File: config.mk
export PLATFORM = sky130hd
export DESIGN_NAME = ktopk_cell
export DESIGN_NICKNAME = d
export VERILOG_FILES = /design/src/rtl/ktopk_pkg.sv /design/src/rtl/ktopk_cell.sv
export SDC_FILE = /design/constraint.sdc
export NUM_CORES = 1
export LEC_CHECK = 0
export BUFFER_PORTS_ARGS = -buffer_cell sky130_fd_sc_hd__buf_4
export CORE_AREA = 3 3 371 373
export DETAILED_ROUTE_END_ITERATION = 8
export DIE_AREA = 0 0 374 376
export SYNTH_ARGS = -nofsm -noshare
export SYNTH_HDL_FRONTEND = slang
export SYNTH_SLANG_ARGS = --single-unit
File: constraint.sdc
create_clock -name clk -period 5.9 [get_ports clk]
set_input_delay 1.18 -clock clk [delete_from_list [all_inputs] [get_ports clk]]
set_output_delay 1.18 -clock clk [all_outputs]
set_load 0.05 [all_outputs]
File: src/rtl/ktopk_pkg.sv
// Package for the keyed top-K list merge: entry layout, sweep token, cell control,
// request and result codes. No dependencies.
package ktopk_pkg;

	localparam int ENTRIES_DEF = 8;
	localparam int LISTS_DEF   = 4;

	// Request kinds (s_axis_tuser[1:0])
	localparam logic [1:0] REQ_OFFER = 2'd0;
	localparam logic [1:0] REQ_READ  = 2'd1;
	localparam logic [1:0] REQ_CLEAR = 2'd2;

	// Result status (m_axis_tuser)
	localparam logic [2:0] RES_INSERTED = 3'd0;
	localparam logic [2:0] RES_REPLACED = 3'd1;
	localparam logic [2:0] RES_DROPPED  = 3'd2;
	localparam logic [2:0] RES_CLEARED  = 3'd3;
	localparam logic [2:0] RES_READ     = 3'd4;

	// One list entry, key in the low bits
	typedef struct packed {
		logic [47:0] exit_ts;
		logic [47:0] enter_ts;
		logic [19:0] rank;
		logic [47:0] value;
		logic [23:0] key;
	} entry_t;

	localparam int ENTRY_W = $bits(entry_t);

	// Token that walks the cell row during an offer
	typedef struct packed {
		logic   live;     // token sits at this hop this cycle
		logic   matched;  // candidate key found, no more changes
		logic   shift;    // candidate placed, displaced entry rides in carry
		entry_t carry;
	} tok_t;

	// Row-wide cell control
	typedef struct packed {
		logic load;  // pull the addressed list into the cells
		logic zero;  // list row not valid: load zeros instead
		logic wb;    // write cell entries back to the addressed row
		logic rot;   // rotate entries one cell toward cell 0
	} cell_ctl_t;

endpackage

File: src/rtl/ktopk_cell.sv
// One slot of the top-K row: holds that slot of every list in a small memory,
// works the sweep token and rotates for read-out. Depends on ktopk_pkg.
module ktopk_cell import ktopk_pkg::*; #(
	parameter int ENTRIES = ENTRIES_DEF,
	parameter int LISTS   = LISTS_DEF,
	localparam int LW = (LISTS > 1) ? $clog2(LISTS) : 1,
	localparam int PW = (ENTRIES > 1) ? $clog2(ENTRIES) : 1
) (
	input  logic            clk,
	input  logic            arst_n,
	input  logic [PW-1:0]   idx,
	input  cell_ctl_t       ctl,
	input  logic [LW-1:0]   addr,
	input  entry_t          cand,
	input  tok_t            tok_in,
	input  logic [PW-1:0]   pos_in,
	input  entry_t          rot_in,
	output tok_t            tok_out,
	output logic [PW-1:0]   pos_out,
	output entry_t          entry
);

	entry_t        mem_q [LISTS];
	entry_t        entry_q;
	entry_t        step_entry;
	tok_t          tok_d, tok_q;
	logic [PW-1:0] pos_d, pos_q;
	logic          key_eq, gt;

	assign key_eq = (entry_q.key == cand.key);
	assign gt     = (cand.value > entry_q.value);

	always_comb begin
		tok_d      = tok_in;
		pos_d      = pos_in;
		step_entry = entry_q;
		if (tok_in.live && !tok_in.matched) begin
			priority if (key_eq) begin
				tok_d.matched = 1'b1;
				if (tok_in.shift) begin
					// shifted run ends here; old copy of the key drops out
					step_entry = tok_in.carry;
				end else if (gt) begin
					step_entry  = cand;
					tok_d.shift = 1'b1;
					pos_d       = idx;
				end
			end else if (tok_in.shift) begin
				step_entry  = tok_in.carry;
				tok_d.carry = entry_q;
			end else if (gt) begin
				step_entry  = cand;
				tok_d.shift = 1'b1;
				tok_d.carry = entry_q;
				pos_d       = idx;
			end else begin
				step_entry = entry_q;
			end
		end
	end

	// slot storage, one row per list
	always_ff @(posedge clk) begin
		if (ctl.wb) begin
			mem_q[addr] <= entry_q;
		end
	end

	always_ff @(posedge clk) begin
		priority if (ctl.load) begin
			entry_q <= ctl.zero ? '0 : mem_q[addr];
		end else if (ctl.rot) begin
			entry_q <= rot_in;
		end else if (tok_in.live) begin
			entry_q <= step_entry;
		end
	end

	always_ff @(posedge clk or negedge arst_n) begin
		if (!arst_n) begin
			tok_q <= '0;
			pos_q <= '0;
		end else begin
			tok_q <= tok_d;
			pos_q <= pos_d;
		end
	end

	assign tok_out = tok_q;
	assign pos_out = pos_q;
	assign entry   = entry_q;

endmodule

==> flow_summary_export.csv <==
group,metric,value,unit
outcome,status,"complete, no violations",
clock_network,cts_buffers,116,
floorplan,die_height,376,µm
timing,skew,0.0391,ns
drt,post_drt_wl_per_cell,25.1,µm
floorplan,io_pins,963,
timing,worstMarginPinSlew,0.961,ns
critical_path,arrival,4.65,ns
power_and_ir_drop,swShare,27.7,%
min_path,hold_class,"in -> async",
drt,dr.pass1.iters,5,
power_and_ir_drop,p_comb_share,16.3,%
timing,setup_violations,0,
cells_and_area,fin_nets,4435,
flow_run,maxCapViolCount,0,
floorplan,rows,135,
clock_network,root_buffer,"clkbuf_16",
placed_design,portBuffers,962,
placed_design,place_inst,5469,
floorplan,die_w,374,µm
floorplan,initial_core_util,34.8,%
timing,period_share,74.1,%
global_route,grt_util_met1,26.7,%
drt,ant_nets,0,
critical_path,worstRegToRegCells,8,
global_route,grt_pass1_wl,207000,µm
power_and_ir_drop,power.density,348,mW/mm²
yosys,ys_seq_area_share,70.3,%
global_route,grt_overflow,0,
placed_design,gp_congestion,0.849,
yosys,yosysTopAreaCell,"edfxtp_1",
timing,min_period,4.37,ns
clock_network,htree_num_levels,3,
cells_and_area,drive_above_1_share,38.1,%
drt,drcViolationCount,0,
critical_path,critPathMaxFanout,88,
drt,drt-total-wl,143000,µm
global_route,grt_use_met2,32.9,%
drt,route.vias.total,29000,
yosys,ys_ff_latch,1134,
yosys,synth_top_area_share,60.0,%
global_route,antenna_found_initial,12,
clock_network,clkTransAtPathRegs,0.06,ns
clock_network,cts_sinks,1134,
yosys,syn_avg_cell_area,16.6,µm²
power_and_ir_drop,leakage,23.4,nW
critical_path,crit_required,6.18,ns
clock_network,cts_buffer_depth,3,
yosys,synth_area,0.0470,mm²
critical_path,reg2reg_to,"entry[90]",
global_route,grt_use_total,19.8,%
clock_network,cts_tree,"yes",
yosys,syn_inst,2840,
cells_and_area,syn_to_final_growth,28.8,%
timing,report.final.slew_viol_count,0,
timing,slew_headroom,35.9,%
critical_path,critical_path_class,"reg -> reg",
yosys,synthTopCellsByArea,"edfxtp_1, dfrtp_1, mux4_2",
timing,finalSetupTns,0,ns
global_route,grt_max_degree,109,
critical_path,cp-start-kind,"register",
power_and_ir_drop,p_clk_share,37.0,%
clock_network,cts_resized,0,
floorplan,dieArea,0.141,mm²
global_route,grt-busiest-layer,"met2",
timing,rsz0062_at_grt,"no",
critical_path,reg2reg_from,"entry[71]",
floorplan,core_area,0.135,mm²
timing,finalHoldViolCount,0,
placed_design,dp_hpwl,99000,µm
yosys,synth.net_count,3469,
power_and_ir_drop,seqPwrFrac,46.8,%
critical_path,regToRegSetupSlack,1.53,ns
critical_path,end_kind,"register",
global_route,grt_pass1_vias,29800,
yosys,ys_types,41,
global_route,grt_use_met3,3.63,%
power_and_ir_drop,p_int,15.2,mW
drt,avgViaCountPerCell,5.09,
power_and_ir_drop,power.switching,5.85,mW
yosys,ys_warn_count,0,
clock_network,insertion_delay,0.72,ns
clock_network,hold_buffers,0,
cells_and_area,layoutNonFillerInstCount,5691,
timing,fmax,229,MHz
power_and_ir_drop,ir_drop,0.249,mV
clock_network,post-cts-setup-buffers,0,
drt,drt-initial-drc-count,2359,
## power by group through the flow
stage	sequential, mW	combinational (mW)	clock [mW]
after floorplan	10.9	0.994	0
after global placement	10.0	3.45	0
after detailed placement	10.0	3.46	0
after CTS	9.86	3.47	7.98
after global routing	9.91	3.61	8.32
final	9.86	3.43	7.80
## cell usage in the layout (no fill, tap or decap), types with 2 or more instances in the layout
| cell | instances |
|---|---|
| a211oi_1 | 3 |
| xnor2_1 | 24 |
| nor4_1 | 3 |
| o21ai_0 | 194 |
| mux4_2 | 188 |
| mux2i_1 | 188 |
| buf_8 | 5 |
| clkinv_2 | 16 |
| inv_16 | 3 |
| mux2_4 | 20 |
| buf_12 | 22 |
| a21oi_1 | 207 |
| edfxtp_1 | 940 |
| clkbuf_1 | 21 |
| bufinv_16 | 19 |
| clkbuf_8 | 13 |
| inv_1 | 50 |
| clkbuf_16 | 116 |
| mux2_2 | 71 |
| diode_2 | 6 |
| clkinvlp_4 | 8 |
| buf_4 | 987 |
| mux2_1 | 100 |
| clkinv_4 | 5 |
| a21o_1 | 3 |
| inv_6 | 2 |
| nor2b_1 | 3 |
| nand4_1 | 18 |
| nor2_1 | 193 |
| nand2_1 | 201 |
| dfrtp_1 | 194 |
| nand3_1 | 6 |
| clkinv_1 | 11 |
| ha_1 | 48 |
## registers in the layout (all words and copies together) (netlist names)
name     flops
pos_out      3
entry      188
tok_out    191
mem_q      752
## layout make-up
cell class / instances / area (µm²)
flip-flops and latches: 1134 / 33100
clock inverters: 66 / 915
clock buffers: 150 / 3160
inverters: 50 / 188
fillers: 12000 / 74400
diodes: 6 / 15.0
multi-input cells: 1489 / 13100
repair buffers: 1015 / 7940
well taps: 1781 / 2230
## worst max-delay path by stage
stage / endpoint / from
floorplan: mem_q[0][0] / addr[1]
global placement: entry[124] / cand[69]
detailed placement: entry[124] / cand[70]
CTS: entry[126] / entry[71]
global route: entry[130] / entry[71]
finish: entry[90] / entry[71]
## per-stage QoR
step | area (µm²) | power [mW] | setup WS, ns | utilization (%) | hold WS, ns
floorplan | 47100 | 11.9 | -0.781 | - | 0.703
global placement | 56500 | 13.4 | 0.981 | 41.9 | 0.551
detailed placement | 56500 | 13.5 | 0.905 | 41.9 | 0.562
CTS | 60600 | 21.3 | 1.59 | 44.9 | 0.386
global route | 60600 | 21.8 | 1.49 | 44.9 | 0.425
finish | 60600 | 21.1 | 1.53 | 44.9 | 0.417
## cells by family after synthesis
group | count (synthesis) | share of synthesized area [%]
AO/OA/AOI/OAI | 417 | 4.57
AND/OR/NAND/NOR | 433 | 3.68
buffers and inverters | 217 | 1.96
XOR/XNOR | 24 | 0.447
flip-flops | 1134 | 70.3
adder cells (fa/ha/maj) | 48 | 1.28
multiplexers | 567 | 17.7
## critical path: stages (launching register included)
cell and delay (ns):
edfxtp_1 0.51, inv_1 0.08, ha_1 0.29, nand4_1 0.32, nor4_1 0.84, nand2_1 0.31
o21a_1 0.31, a2111o_2 0.70, buf_12 0.28
## per-layer routing
| layer | wire length (µm) | vias up |
|---|---|---|
| li1 | - | 12900 |
| met1 | 60100 | 14900 |
| met2 | 70500 | 1070 |
| met3 | 8970 | 158 |
| met4 | 3060 | 2 |
| met5 | 16 | - |
## cells in the mapped netlist, drive strengths merged
cell type,count
a221oi,1
o211ai,1
nand2,201
nor4,4
clkbuf,96
xnor2,24
nor2b,4
a2111o,2
a31oi,1
a21oi,207
a21o,3
nor3,1
and2,1
dfrtp,194
a221o,1
nand3,6
buf,71
edfxtp,940
nor3b,1
mux2,191
a31o,1
nand4,18
a211oi,3
inv,50
o21a,1
ha,48
and3b,1
mux4,188
o21ai,194
or4,1
and3,1
mux2i,188
o31a,1
a2111oi,1
nor2,194
Power figures use the tool's default switching activity.
